--- src/hw/rtl/cscan_disk_request_scheduler_macros.svh ---
// ----------------------------------------------------------------------------
// cscan_disk_request_scheduler_macros.svh
// Assertion macros for the C-SCAN request scheduler. With SYNTH defined
// they expand to nothing.
// ----------------------------------------------------------------------------
`ifndef CSCAN_DISK_REQUEST_SCHEDULER_MACROS_SVH
`define CSCAN_DISK_REQUEST_SCHEDULER_MACROS_SVH

`ifndef SYNTH
// property checked at every rising clock edge, off while reset is held
`define CDRS_ASSERT_CLK(label, clk, rst_n, prop, msg) \
  label: assert property (@(posedge clk) disable iff (!rst_n) prop) else $error(msg);
// same, on the default clock and reset names of the block
`define CDRS_ASSERT(label, prop, msg) \
  `CDRS_ASSERT_CLK(label, clk, rst_n, prop, msg)
`else
`define CDRS_ASSERT_CLK(label, clk, rst_n, prop, msg)
`define CDRS_ASSERT(label, prop, msg)
`endif

`endif

--- src/hw/rtl/cdrs_pkg.sv ---
// ----------------------------------------------------------------------------
// cdrs_pkg
// Shared types and constants of the C-SCAN request scheduler.
// ----------------------------------------------------------------------------
package cdrs_pkg;

  // command codes
  localparam logic CMD_ADD   = 1'b0;
  localparam logic CMD_SERVE = 1'b1;

  // reset values, truncated to the configured widths where used
  localparam logic [63:0] HEAD_RESET        = 64'd500;
  localparam logic [63:0] BLOCK_COUNT_RESET = 64'd1000;

  // result status codes
  typedef enum logic [1:0] {
    ST_OK    = 2'd0,
    ST_FULL  = 2'd1,
    ST_EMPTY = 2'd2,
    ST_RANGE = 2'd3
  } cdrs_status_t;

  // controller states
  typedef enum logic [2:0] {
    S_IDLE = 3'b001,
    S_SCAN = 3'b010,
    S_FIN  = 3'b100
  } cdrs_state_t;

  // controls into the scan tracker
  typedef struct packed {
    logic clear;
    logic load;
  } cdrs_scan_ctl_t;

  // flags out of the scan tracker
  typedef struct packed {
    logic any;
    logic above;
  } cdrs_scan_flags_t;

endpackage

--- src/hw/rtl/cscan_disk_request_scheduler.sv ---
// ----------------------------------------------------------------------------
// cscan_disk_request_scheduler
// C-SCAN disk request scheduler: a table of pending block numbers in a
// synchronous memory, filled by add words and drained by serve words.
//
//   channel  | direction | handshake              | payload
//   ---------+-----------+------------------------+--------------------------
//   in_      | input     | in_valid / in_stall    | cmd, block
//   out_     | output    | out_valid / out_stall  | status, served_block,
//            |           |                        | seek_distance, wrapped,
//            |           |                        | pending_count
//   cfg_     | input     | cfg_wr_en              | block_count
//
// An add word's result is loaded at the accept edge. A serve word makes one
// memory read per table slot, waits for the registered read data of the
// last slot, then finishes in S_FIN and loads its result. Reset clears the
// valid bits and the count and loads the head reset value at once; no
// clearing pass. in_stall is high while a serve is in progress and while a
// result is held by out_stall; a held result stays in the output register.
// ----------------------------------------------------------------------------
`include "cscan_disk_request_scheduler_macros.svh"

module cscan_disk_request_scheduler
  import cdrs_pkg::*;
#(
  parameter int TABLE_DEPTH = 16,
  parameter int BLOCK_BITS  = 10
) (
  input  logic                             clk,
  input  logic                             rst_n,
  // configuration
  input  logic                             cfg_wr_en,
  input  logic [BLOCK_BITS:0]              cfg_wr_data,
  // request words
  input  logic                             in_valid,
  output logic                             in_stall,
  input  logic                             in_cmd,
  input  logic [BLOCK_BITS-1:0]            in_block,
  // result words
  output logic                             out_valid,
  input  logic                             out_stall,
  output logic [1:0]                       out_status,
  output logic [BLOCK_BITS-1:0]            out_served_block,
  output logic [BLOCK_BITS:0]              out_seek_distance,
  output logic                             out_wrapped,
  output logic [$clog2(TABLE_DEPTH+1)-1:0] out_pending_count
);

  localparam int IW = $clog2(TABLE_DEPTH);
  localparam int CW = $clog2(TABLE_DEPTH + 1);
  localparam logic [IW-1:0] LAST_IDX = IW'(TABLE_DEPTH - 1);

  cdrs_state_t state_r, state_nxt;

  logic [BLOCK_BITS:0]    block_count_r;
  logic [BLOCK_BITS-1:0]  head_r;
  logic [TABLE_DEPTH-1:0] valid_r;
  logic [CW-1:0]          count_r;

  // pending block table
  logic [BLOCK_BITS-1:0]  mem [TABLE_DEPTH];
  logic [BLOCK_BITS-1:0]  rdata_r;
  logic [IW-1:0]          scan_idx_r;
  logic                   issue_done_r;
  logic                   tag_vld_r;
  logic [IW-1:0]          tag_idx_r;

  // output register
  logic                   out_valid_r;
  cdrs_status_t           status_r;
  logic [BLOCK_BITS-1:0]  served_r;
  logic [BLOCK_BITS:0]    dist_r;
  logic                   wrapped_r;
  logic [CW-1:0]          pcount_r;

  logic                   accept;
  logic                   is_add;
  logic                   out_range;
  logic                   has_free;
  logic [IW-1:0]          free_idx;
  logic                   add_ok;
  logic                   mem_wr;
  logic                   res_load;

  cdrs_scan_ctl_t         scan_ctl;
  cdrs_scan_flags_t       scan_flags;
  logic [BLOCK_BITS-1:0]  min_all, min_above, target;
  logic [TABLE_DEPTH-1:0] mask_all, mask_above, rm_mask;
  logic [CW-1:0]          cnt_all, cnt_above, rm_cnt;
  logic [BLOCK_BITS:0]    fin_dist;

  // input handshake
  assign in_stall = (state_r != S_IDLE) | (out_valid_r & out_stall);
  assign accept   = in_valid & ~in_stall;
  assign is_add   = (in_cmd == CMD_ADD);

  // add checks: range first, then lowest free slot
  assign out_range = {1'b0, in_block} >= block_count_r;
  assign has_free  = ~&valid_r;

  always_comb begin
    free_idx = '0;
    for (int i = TABLE_DEPTH - 1; i >= 0; i--) begin
      if (!valid_r[i]) begin
        free_idx = IW'(i);
      end
    end
  end

  assign add_ok = ~out_range & has_free;
  assign mem_wr = (state_r == S_IDLE) & accept & is_add & add_ok;

  // result register load: add at accept, serve at finish
  assign res_load = ((state_r == S_IDLE) & accept & is_add) | (state_r == S_FIN);

  // scan tracker
  assign scan_ctl.clear = (state_r == S_IDLE) & accept & ~is_add;
  assign scan_ctl.load  = (state_r == S_SCAN) & tag_vld_r & valid_r[tag_idx_r];

  cdrs_scan #(
    .TABLE_DEPTH (TABLE_DEPTH),
    .BLOCK_BITS  (BLOCK_BITS)
  ) u_scan (
    .clk        (clk),
    .rst_n      (rst_n),
    .ctl        (scan_ctl),
    .elem_idx   (tag_idx_r),
    .elem_val   (rdata_r),
    .head       (head_r),
    .flags      (scan_flags),
    .min_all    (min_all),
    .min_above  (min_above),
    .mask_all   (mask_all),
    .mask_above (mask_above),
    .cnt_all    (cnt_all),
    .cnt_above  (cnt_above)
  );

  // choice of target and seek distance
  assign target  = scan_flags.above ? min_above  : min_all;
  assign rm_mask = scan_flags.above ? mask_above : mask_all;
  assign rm_cnt  = scan_flags.above ? cnt_above  : cnt_all;
  assign fin_dist = scan_flags.above ?
                    ({1'b0, target} - {1'b0, head_r}) :
                    (block_count_r - {1'b0, head_r} + {1'b0, target});

  // next state
  always_comb begin
    state_nxt = state_r;
    case (state_r)
      S_IDLE: begin
        if (accept && !is_add) begin
          state_nxt = S_SCAN;
        end
      end
      S_SCAN: begin
        if (tag_vld_r && tag_idx_r == LAST_IDX) begin
          state_nxt = S_FIN;
        end
      end
      S_FIN:   state_nxt = S_IDLE;
      default: state_nxt = S_IDLE;
    endcase
  end

  // control state
  always_ff @(posedge clk) begin
    if (!rst_n) begin
      state_r       <= S_IDLE;
      block_count_r <= BLOCK_COUNT_RESET[BLOCK_BITS:0];
      head_r        <= HEAD_RESET[BLOCK_BITS-1:0];
      valid_r       <= '0;
      count_r       <= '0;
      out_valid_r   <= 1'b0;
      scan_idx_r    <= '0;
      issue_done_r  <= 1'b0;
      tag_vld_r     <= 1'b0;
    end else begin
      state_r <= state_nxt;
      if (cfg_wr_en) begin
        block_count_r <= cfg_wr_data;
      end
      if (res_load) begin
        out_valid_r <= 1'b1;
      end else if (out_valid_r && !out_stall) begin
        out_valid_r <= 1'b0;
      end
      case (state_r)
        S_IDLE: begin
          if (accept) begin
            if (is_add) begin
              if (add_ok) begin
                valid_r[free_idx] <= 1'b1;
                count_r           <= count_r + CW'(1);
              end
            end else begin
              scan_idx_r   <= '0;
              issue_done_r <= 1'b0;
              tag_vld_r    <= 1'b0;
            end
          end
        end
        S_SCAN: begin
          tag_vld_r <= ~issue_done_r;
          if (!issue_done_r) begin
            if (scan_idx_r == LAST_IDX) begin
              issue_done_r <= 1'b1;
            end else begin
              scan_idx_r <= scan_idx_r + IW'(1);
            end
          end
        end
        S_FIN: begin
          if (scan_flags.any) begin
            valid_r <= valid_r & ~rm_mask;
            count_r <= count_r - rm_cnt;
            head_r  <= target;
          end
        end
        default: begin
          tag_vld_r <= 1'b0;
        end
      endcase
    end
  end

  // table memory: one write port for adds, one registered read for scans
  always_ff @(posedge clk) begin
    if (mem_wr) begin
      mem[free_idx] <= in_block;
    end
    rdata_r   <= mem[scan_idx_r];
    tag_idx_r <= scan_idx_r;
  end

  // result payload
  always_ff @(posedge clk) begin
    if (state_r == S_IDLE && accept && is_add) begin
      served_r  <= '0;
      dist_r    <= '0;
      wrapped_r <= 1'b0;
      if (out_range) begin
        status_r <= ST_RANGE;
        pcount_r <= count_r;
      end else if (!has_free) begin
        status_r <= ST_FULL;
        pcount_r <= count_r;
      end else begin
        status_r <= ST_OK;
        pcount_r <= count_r + CW'(1);
      end
    end else if (state_r == S_FIN) begin
      if (scan_flags.any) begin
        status_r  <= ST_OK;
        served_r  <= target;
        dist_r    <= fin_dist;
        wrapped_r <= ~scan_flags.above;
        pcount_r  <= count_r - rm_cnt;
      end else begin
        status_r  <= ST_EMPTY;
        served_r  <= '0;
        dist_r    <= '0;
        wrapped_r <= 1'b0;
        pcount_r  <= count_r;
      end
    end
  end

  assign out_valid         = out_valid_r;
  assign out_status        = status_r;
  assign out_served_block  = served_r;
  assign out_seek_distance = dist_r;
  assign out_wrapped       = wrapped_r;
  assign out_pending_count = pcount_r;

  // checks
  `CDRS_ASSERT(a_count_matches_valid, count_r == CW'($countones(valid_r)), "pending count differs from valid bits")
  `CDRS_ASSERT(a_fin_loads_result, state_r == S_FIN |=> out_valid_r, "finished serve produced no result")
  `CDRS_ASSERT(a_head_follows_serve, (state_r == S_FIN && scan_flags.any) |=> out_served_block == head_r, "head not moved to served block")

endmodule

--- src/hw/rtl/cdrs_scan.sv ---
// ----------------------------------------------------------------------------
// cdrs_scan
// Running minimum tracker for one table scan: keeps the smallest pending
// block overall and the smallest strictly above the head, with the mask and
// count of slots that hold each.
// ----------------------------------------------------------------------------
module cdrs_scan
  import cdrs_pkg::*;
#(
  parameter int TABLE_DEPTH = 16,
  parameter int BLOCK_BITS  = 10
) (
  input  logic                                 clk,
  input  logic                                 rst_n,
  input  cdrs_scan_ctl_t                       ctl,
  input  logic [$clog2(TABLE_DEPTH)-1:0]       elem_idx,
  input  logic [BLOCK_BITS-1:0]                elem_val,
  input  logic [BLOCK_BITS-1:0]                head,
  output cdrs_scan_flags_t                     flags,
  output logic [BLOCK_BITS-1:0]                min_all,
  output logic [BLOCK_BITS-1:0]                min_above,
  output logic [TABLE_DEPTH-1:0]               mask_all,
  output logic [TABLE_DEPTH-1:0]               mask_above,
  output logic [$clog2(TABLE_DEPTH+1)-1:0]     cnt_all,
  output logic [$clog2(TABLE_DEPTH+1)-1:0]     cnt_above
);

  localparam int CW = $clog2(TABLE_DEPTH + 1);
  localparam logic [TABLE_DEPTH-1:0] ONE = {{(TABLE_DEPTH-1){1'b0}}, 1'b1};

  logic                   any_r, above_r;
  logic [BLOCK_BITS-1:0]  min_all_r, min_above_r;
  logic [TABLE_DEPTH-1:0] mask_all_r, mask_above_r;
  logic [CW-1:0]          cnt_all_r, cnt_above_r;
  logic [TABLE_DEPTH-1:0] elem_bit;
  logic                   is_above;

  assign elem_bit = ONE << elem_idx;
  assign is_above = elem_val > head;

  // found flags
  always_ff @(posedge clk) begin
    if (!rst_n) begin
      any_r   <= 1'b0;
      above_r <= 1'b0;
    end else if (ctl.clear) begin
      any_r   <= 1'b0;
      above_r <= 1'b0;
    end else if (ctl.load) begin
      any_r <= 1'b1;
      if (is_above) begin
        above_r <= 1'b1;
      end
    end
  end

  // running minima with their slot masks and counts
  always_ff @(posedge clk) begin
    if (ctl.load) begin
      if (!any_r || elem_val < min_all_r) begin
        min_all_r  <= elem_val;
        mask_all_r <= elem_bit;
        cnt_all_r  <= CW'(1);
      end else if (elem_val == min_all_r) begin
        mask_all_r <= mask_all_r | elem_bit;
        cnt_all_r  <= cnt_all_r + CW'(1);
      end
      if (is_above) begin
        if (!above_r || elem_val < min_above_r) begin
          min_above_r  <= elem_val;
          mask_above_r <= elem_bit;
          cnt_above_r  <= CW'(1);
        end else if (elem_val == min_above_r) begin
          mask_above_r <= mask_above_r | elem_bit;
          cnt_above_r  <= cnt_above_r + CW'(1);
        end
      end
    end
  end

  assign flags.any   = any_r;
  assign flags.above = above_r;
  assign min_all     = min_all_r;
  assign min_above   = min_above_r;
  assign mask_all    = mask_all_r;
  assign mask_above  = mask_above_r;
  assign cnt_all     = cnt_all_r;
  assign cnt_above   = cnt_above_r;

endmodule
--- config.mk ---
export PLATFORM = sky130hd
export DESIGN_NAME = cscan_disk_request_scheduler
export DESIGN_NICKNAME = d
export VERILOG_FILES = /design/src/hw/rtl/cdrs_pkg.sv /design/src/hw/rtl/cscan_disk_request_scheduler.sv /design/src/hw/rtl/cdrs_scan.sv
export VERILOG_INCLUDE_DIRS = /design/src /design/src/hw/rtl
export SDC_FILE = /design/constraint.sdc
export NUM_CORES = 1
export LEC_CHECK = 0
export BUFFER_PORTS_ARGS = -buffer_cell sky130_fd_sc_hd__clkbuf_2
export CAP_MARGIN = 25
export CORE_MARGIN = 2
export CORE_UTILIZATION = 36
export DETAILED_ROUTE_END_ITERATION = 6
export PLACE_DENSITY_LB_ADDON = 0.2
export SYNTH_ARGS = -nofsm -noshare
export SYNTH_HDL_FRONTEND = slang
export SYNTH_SLANG_ARGS = --single-unit
--- constraint.sdc ---
create_clock -name clk -period 9.9 [get_ports clk]
set_input_delay 0.99 -clock clk [delete_from_list [all_inputs] [get_ports clk]]
set_output_delay 0.99 -clock clk [all_outputs]
set_load 0.01 [all_outputs]
==> results of run 1 <==
==> worst min-delay path: stages (launching register included) <==
cell and delay (ps):
dfxtp_1 320, nand2_1 40, o21ai_0 50
==> cell type report <==
type	count	area share
flip-flops and latches	319	0.513
multi-input cells	701	0.337
clock buffers	51	0.0571
well taps	532	0.0393
repair buffers	74	0.0246
inverters	92	0.0204
clock inverters	14	0.00901
==> cell usage after synthesis, types with 3 or more instances <==
cell and instances:
dfxtp_1 90, o21ai_0 44, edfxtp_1 229, or3_1 6
nor3b_1 5, xnor2_1 21, and3_1 8, nor3_1 25
xor2_1 9, nor2b_1 13, nand4_1 12, a2bb2o_1 4
inv_1 92, a21oi_1 46, nand2_1 92, o22ai_1 11
o221ai_1 3, a31oi_1 22, mux4_2 55, clkbuf_1 38
o21bai_1 3, and2_1 5, nand2b_1 14, a21o_1 16
fa_1 12, mux2i_1 22, o21a_1 5, a211oi_1 10
nor2_1 72, buf_1 9, o211ai_1 14, a22o_1 9
nand3_1 25, a21boi_0 8, ha_1 68
==> stage by stage <==
stage / hold slack, ps / cells
6_report: 451 / 1783
5_1_grt: 479 / 1783
4_1_cts: 459 / 1781
3_5_place_dp: 445 / 1716
3_3_place_gp: 435 / 1715
2_1_floorplan: 353 / 1161
==> report_power, final <==
part           internal [mW]  switching (mW)
combinational         0.0789           0.116
clock                  0.718           0.543
sequential              1.45          0.0177
==> how the worst max path moves through the flow <==
| stage | startpoint | to | depth (start not counted) |
|---|---|---|---|
| after floorplan | in_block[8] | mem[12][0] | 7 |
| after global placement | in_block[8] | mem[8][4] | 8 |
| after detailed placement | in_block[8] | mem[9][4] | 8 |
| after CTS | in_block[8] | mem[8][8] | 8 |
| after global routing | in_block[8] | mem[8][7] | 8 |
| final | in_block[8] | mem[8][7] | 8 |
==> flip-flops by register name, summed over array words and instances (netlist names), 2 cells and up <==
name	flops
u_scan.min_all	10
u_scan.min_above	10
out_seek_distance	11
u_scan.cnt_above	5
out_served_block	10
state_r	3
mem	160
block_count_r	11
head_r	10
out_status	2
rdata_r	10
scan_idx_r	4
out_pending_count	5
u_scan.cnt_all	5
count_r	5
u_scan.mask_all	16
u_scan.mask_above	16
valid_r	16
tag_idx_r	4
==> metal layers <==
metal  GRT usage  up-vias  share of wire
li1            -     4483              -
met1       0.243     4691           0.47
met2       0.263      258           0.45
met3      0.0274       56          0.050
met4      0.0475        0          0.023
met5           0        -              0
==> cell families after synthesis <==
family / after synthesis / synth area share
buf+inv: 141 / 0.0357
fa+ha+maj: 80 / 0.0732
xor+xnor: 30 / 0.0176
flops: 319 / 0.583
mux: 79 / 0.0994
simple gates: 287 / 0.0915
compound gates: 225 / 0.100
==> out/results.txt, run 1 <==
Num CTS Buffers -> 36
Fillers -> 3766
WHS Endpoint -> out_served_block[2]
Worst reg2reg setup slack -> 6300 ps
Post-CTS Resized -> 0
Outcome -> finished clean
HPWL after DPL -> 25900 um
Mapped Cells -> 1161
Max Clock Freq -> 265 MHz
Worst r2r src -> u_scan.above_r
Post-route ant nets -> 0
DP Area -> 15800 um^2
MaxCap Viol Count -> 0
Tot GR Track Use -> 0.168
Final instance area -> 16900 um^2
Power density over the cells -> 172 nW/um^2
Multi-input gate area -> 5710 um^2
Worst-skew pair later-pin latency -> 540 ps
Seq cells post-synth -> 319
Layout area overhead -> 13.7%
# IOs -> 58
Ant diodes -> 0
Pre-CTS setup slack -> 5550 ps
Mapped Area -> 14900 um^2
Final wirelength -> 36100 um
Final Hold Vio Count -> 0
Dominant synthesized flop cell -> edfxtp_1
Total gr overflow -> 0
Starting Density -> 0.365
Port Buf Inserts -> 57
RR Endpoint -> out_seek_distance[10]
Site Rows -> 74
Most common cell after layout, fill and taps aside -> edfxtp_1
Top delay family on crit path -> simple AND/OR/NAND/NOR gates
Post-synth cell types -> 65
Critical Path Start Type -> primary input
Syn_nets -> 1268
Critical Path RT -> 10050 ps
Wire per inst -> 20.3 um
Die Ht -> 207 um
Pleak -> 6.26 nW
Max Slew Vio Count -> 0
Sequential share of the synthesized area -> 0.583
Synth async-reset ratio -> 0
Clk sink count -> 319
CP peak stage delay -> 840 ps
Drc violations -> 0
TNS Setup -> 0 ps
Initial DRC count -> 741
Tcrit/Tclk final -> 0.381
DR pass1 iterations -> 5
CTS tree -> done
Pwr Total -> 2.92 mW
Synth warnings -> 0
Vias in the first global route -> 9584
CP Capture Type -> flip-flop
Peak VDD IR -> 0.000112 V
Yosys top cell area share -> 0.462
Worst slew margin -> 0.329
Die ar. -> 43000 um^2
Critical Path Slowest Stage Cell -> nor2b_1
Cell taking the most area after synthesis -> edfxtp_1
Antenna violations before repair -> 0
Proportion of layout cells with a drive suffix above 1 -> 0.153
Worst min path class -> reg2reg
Worst Max-Slew Pin Slew -> 1000 ps
Critical Path AT -> 3920 ps
Vias/cell -> 5.32
Root Driver -> clkbuf_16
Cells along the critical path -> clkbuf_2, ha_1, a211o_1, or3_1, o22a_2, nor2_1, nand3_1, nor2b_1
Buf/Inv on CP -> 1
Horiz. Die Dim -> 207 um
Setup violators final -> 0
Crit Path Max Fanout -> 17
First-pass GRT wire length -> 56300 um
Layout Nets -> 1331
Final Worst Setup Slack -> 6130 ps
Storage cell area -> 8680 um^2
Gpl congestion -> 0.818
Postcts setup bufs -> 0
RSZ-0062 raised after global routing -> false
Post-layout min period -> 3770 ps
Syn_area_per_cell -> 12.8 um^2
Core ar. -> 40800 um^2
Crit Path Class -> in2reg
H-tree levels -> 2
Clock skew -> 19.8 ps
Largest net degree at the start of global routing -> 51
Synth top area cells -> edfxtp_1 (46%), dfxtp_1 (12%), mux4_2 (8.3%)
Most frequent cells in the layout -> edfxtp_1 (229), nand2_1 (92), inv_1 (92)
Routed vias -> 9488
Clock transition at path regs -> 60 ps
Longest Clk Path Bufs -> 3
Hold buffer count at CTS -> 0
Worst R2R Path Depth -> 13
Hold Path Stages -> 2
HP Start -> out_served_block[2]
EDFF count, synth -> 229
Fin util -> 0.415
(Power assumes the default switching activity.)
==> run 2: changes to the inputs <==
==> constraint.sdc (replaced) <==
create_clock -name clk -period 3.41 [get_ports clk]
set_input_delay 0.341 -clock clk [delete_from_list [all_inputs] [get_ports clk]]
set_output_delay 0.341 -clock clk [all_outputs]
set_load 0.01 [all_outputs]
==> run 2 against run 1 <==
Setup slack got worse by 5900 ps. Clock skew increased by 4.8 ps. Die area stayed put. Non-clock buffer count up 38. Utilization rose by 0.91 points. Clock power grew to 3.0 times the previous value. Wire length up 4.9%. Hold slack worse by 420 ps. Final area is 2.2% higher. Combinational power increased to 3.1 times the previous value.
==> out/results.txt, run 2 (same netlist as run 1, synthesis figures left out) <==
Hold Path Stages -> 3
Worst slew margin -> 0.327
Die Ht -> 207 um
Core ar. -> 40800 um^2
Setup violators final -> 0
Worst reg2reg setup slack -> 260 ps
RSZ-0062 raised after global routing -> false
MaxCap Viol Count -> 0
Site Rows -> 74
Layout Nets -> 1370
Tot GR Track Use -> 0.177
Num CTS Buffers -> 37
Vias in the first global route -> 9679
Cells along the critical path -> mux2i_1, fa_1, inv_1, ha_1, a211oi_1, nor2_1, o21a_1, o41ai_1, xnor2_1, a222oi_1, nor2_1
Longest Clk Path Bufs -> 3
Clk sink count -> 319
Worst R2R Path Depth -> 11
Peak VDD IR -> 0.000398 V
RR Endpoint -> out_seek_distance[7]
Port Buf Inserts -> 57
H-tree levels -> 2
Ant diodes -> 0
Most frequent cells in the layout -> edfxtp_1 (229), nand2_1 (92), inv_1 (92)
DP Area -> 16100 um^2
DR pass1 iterations -> 5
Tcrit/Tclk final -> 0.925
Clock skew -> 24.6 ps
Crit Path Class -> reg2reg
Worst r2r src -> u_scan.above_r
CP Capture Type -> flip-flop
Initial DRC count -> 753
Largest net degree at the start of global routing -> 37
WHS Endpoint -> block_count_r[3]
CTS tree -> done
Final wirelength -> 37900 um
Wire per inst -> 20.8 um
Vias/cell -> 5.34
# IOs -> 58
Critical Path RT -> 3830 ps
Crit path top cell by count -> nor2_1
Starting Density -> 0.365
HPWL after DPL -> 27200 um
Critical Path AT -> 3570 ps
Post-CTS Resized -> 0
Worst path depth -> 11
Root Driver -> clkbuf_16
Horiz. Die Dim -> 207 um
First-pass GRT wire length -> 58900 um
Worst-skew pair later-pin latency -> 550 ps
Final Hold Vio Count -> 0
Antenna violations before repair -> 0
Crit Path Max Fanout -> 8
Layout area overhead -> 16.2%
Die ar. -> 43000 um^2
Drc violations -> 0
Max Slew Vio Count -> 0
Clock transition at path regs -> 60 ps
Most common cell after layout, fill and taps aside -> edfxtp_1
Max FFs per register -> 160
Buf/Inv on CP -> 1
Post-layout min period -> 3150 ps
CP peak stage delay -> 480 ps
Final instance area -> 17300 um^2
Worst min path class -> in2reg
Hold buffer count at CTS -> 0
Pleak -> 6.49 nW
Power density over the cells -> 500 nW/um^2
Routed vias -> 9715
Max Clock Freq -> 317 MHz
Worst Max-Slew Pin Slew -> 1010 ps
Top delay family on crit path -> compound AO/OA/AOI/OAI gates
Postcts setup bufs -> 0
TNS Setup -> 0 ps
Gpl congestion -> 0.842
Outcome -> finished clean
HP Start -> cfg_wr_data[3]
Most flops, register -> mem
Proportion of layout cells with a drive suffix above 1 -> 0.181
Total gr overflow -> 0
Post-route ant nets -> 0
Critical Path Start Type -> flip-flop
Critical Path Slowest Stage Cell -> fa_1
==> run 2: per-layer routing <==
metal	GRT usage	vias up	part of all wire
li1	-	4564	-
met1	0.260	4851	0.48
met2	0.274	256	0.46
met3	0.0263	44	0.050
met4	0.0461	0	0.019
met5	0	-	0
==> run 2: stage by stage <==
step	hold WS, ps	std cells	power [mW]	setup WS, ps	util
6_report	27.4	1820	8.65	255	0.424
3_5_place_dp	440	1755	4.94	271	0.395
3_3_place_gp	436	1755	4.93	331	0.395
2_1_floorplan	353	1161	4.69	74.7	-
4_1_cts	8.75	1819	8.76	250	0.423
5_1_grt	27.1	1820	8.98	2.83	0.424
==> run 2: final cells by class <==
cell class	instances	area, um^2
inverter	92	345
sequential	319	8680
clock buffer	47	963
fill	3745	23500
multi-input combinational	701	5720
clock inverter	17	191
timing repair buffer	112	743
tap	532	666
==> run 2: power breakdown <==
group          internal, mW  switching, mW  total [mW]
logic                 0.251          0.344       0.595
registers              4.20         0.0553        4.26
clock network          2.18           1.62        3.80
total                  6.63           2.02        8.65
==> run 2: worst max-delay path by stage <==
stage,from,endpoint,slack [ps]
after global placement,u_scan.above_r,out_seek_distance[10],330
final,u_scan.above_r,out_seek_distance[7],260
after floorplan,u_scan.min_above[1],u_scan.cnt_above[0],70
after global routing,u_scan.above_r,out_seek_distance[7],3
after detailed placement,u_scan.above_r,out_seek_distance[7],270
after CTS,u_scan.above_r,out_seek_distance[7],250
==> run 2: worst register-to-register path, cell delays in order (launching register included) <==
cell and delay (ps):
dfxtp_2 470, mux2i_1 410, fa_1 480, inv_1 110
ha_1 250, a211oi_1 280, nor2_1 90, o21a_1 210
o41ai_1 370, xnor2_1 100, a222oi_1 220, nor2_1 60
==> run 3: changes to the inputs <==
--- a/config.mk
+++ b/config.mk
@@ -9,7 +9,7 @@
 export BUFFER_PORTS_ARGS = -buffer_cell sky130_fd_sc_hd__clkbuf_2
 export CAP_MARGIN = 25
 export CORE_MARGIN = 2
-export CORE_UTILIZATION = 36
+export CORE_UTILIZATION = 24
 export DETAILED_ROUTE_END_ITERATION = 6
 export PLACE_DENSITY_LB_ADDON = 0.2
 export SYNTH_ARGS = -nofsm -noshare
==> run 3 against run 2 <==
Sequential power about the same. Register-to-register slack improved by 40 ps. Setup slack gained 44 ps. Wire length rose by 12%. Clock power rose by 17%. Critical path type unchanged. Critical endpoint unchanged.
==> out/results.txt, run 3 (same netlist as run 1, synthesis figures left out) <==
Clock transition at path regs -> 60 ps
Outcome -> finished clean
H-tree levels -> 2
Clk sink count -> 319
Routed vias -> 9703
HPWL after DPL -> 30600 um
Pwr Total -> 9.32 mW
Max Clock Freq -> 321 MHz
Layout Nets -> 1383
TNS Setup -> 0 ps
Critical Path AT -> 3540 ps
First-pass GRT wire length -> 63700 um
Max Slew Vio Count -> 0
Worst-skew pair later-pin latency -> 580 ps
Most frequent cells in the layout -> edfxtp_1 (229), inv_1 (92), nand2_1 (91)
Vias/cell -> 4.63
MaxCap Viol Count -> 0
Drc violations -> 0
RSZ-0062 raised after global routing -> false
Post-route ant nets -> 0
Critical Path Start Type -> flip-flop
Gpl congestion -> 0.782
Core ar. -> 61500 um^2
Longest Clk Path Bufs -> 3
Starting Density -> 0.242
CP Capture Type -> flip-flop
Proportion of layout cells with a drive suffix above 1 -> 0.191
Pleak -> 6.64 nW
CTS tree -> done
Worst min path class -> in2reg
Power density over the cells -> 520 nW/um^2
DR pass1 iterations -> 7
Wire per inst -> 20.2 um
Initial DRC count -> 823
Die Ht -> 253 um
Final Hold Vio Count -> 0
Peak VDD IR -> 0.000288 V
Site Rows -> 91
Worst slew margin -> 0.435
Most flops, register -> mem
Clock skew -> 32.8 ps
Max FFs per register -> 160
Postcts setup bufs -> 0
Port Buf Inserts -> 57
Worst Max-Slew Pin Slew -> 846 ps
Crit Path Max Fanout -> 6
Final wirelength -> 42300 um
Antenna violations before repair -> 0
Tot GR Track Use -> 0.133
Horiz. Die Dim -> 253 um
Num CTS Buffers -> 38
Most common cell after layout, fill and taps aside -> edfxtp_1
Critical Path RT -> 3840 ps
Largest net degree at the start of global routing -> 51
Die ar. -> 64100 um^2
Post-layout min period -> 3110 ps
Setup violators final -> 0
Layout area overhead -> 20.3%
Crit Path Class -> reg2reg
Vias in the first global route -> 9732
Ant diodes -> 0
Root Driver -> clkbuf_16
Tcrit/Tclk final -> 0.912
# IOs -> 58
Total gr overflow -> 0
==> run 3: worst paths after layout <==
kind / start / slack, ps / depth (start not counted) / to
worst min register to register: out_served_block[6] / 450 / 2 / out_served_block[6]
worst max-delay path: u_scan.above_r / 300 / 11 / out_seek_distance[7]
worst min-delay path: cfg_wr_data[5] / 30 / 3 / block_count_r[5]
worst max register to register: u_scan.above_r / 300 / 11 / out_seek_distance[7]
==> run 3: timing repair <==
action | 4_1_cts | 5_1_grt
hold buffers | 4 | 0
hold endpoints to repair | 4 | 0
resized for setup | 0 | 0
==> run 3: worst max-delay path, cell delays in order (launching register included) <==
cell      delay (ps)
dfxtp_2          420
mux2i_1          350
fa_1             470
inv_1            110
ha_1             250
a211oi_1         300
nor2_1            90
o21a_1           210
o41ai_1          340
xnor2_1          120
a222oi_1         240
nor2_1            60
==> run 3: power by group <==
group          internal, mW  switching [mW]
logic                 0.259           0.369
clock network          2.70            1.74
registers              4.20          0.0576
==> run 3: metal layers <==
metal	vias to the layer above	share of wire	track usage
met5	-	0	0
met4	0	0.014	0.0303
met3	38	0.036	0.0206
met2	201	0.43	0.198
met1	4878	0.52	0.201
li1	4586	-	-
==> run 3: through the flow <==
stage                     hold slack (ps)   util  cell area, um^2  std cells  setup WS [ps]
final                                31.8  0.291            17900       2096            299
after global routing                 21.6  0.291            17900       2096           27.7
after CTS                            3.11  0.291            17900       2096            284
after detailed placement              443  0.269            16500       2022            282
after global placement                436  0.268            16500       2021            334
after floorplan                       353      -            14900       1161           74.7
==> run 3: cell type report <==
class                      count  area (um^2)
tap                          790          988
clock buffer                  53         1040
timing repair buffer         124          823
sequential                   319         8680
clock inverter                17          325
fill                        6283        43600
multi-input combinational    701         5720
inverter                      92          345
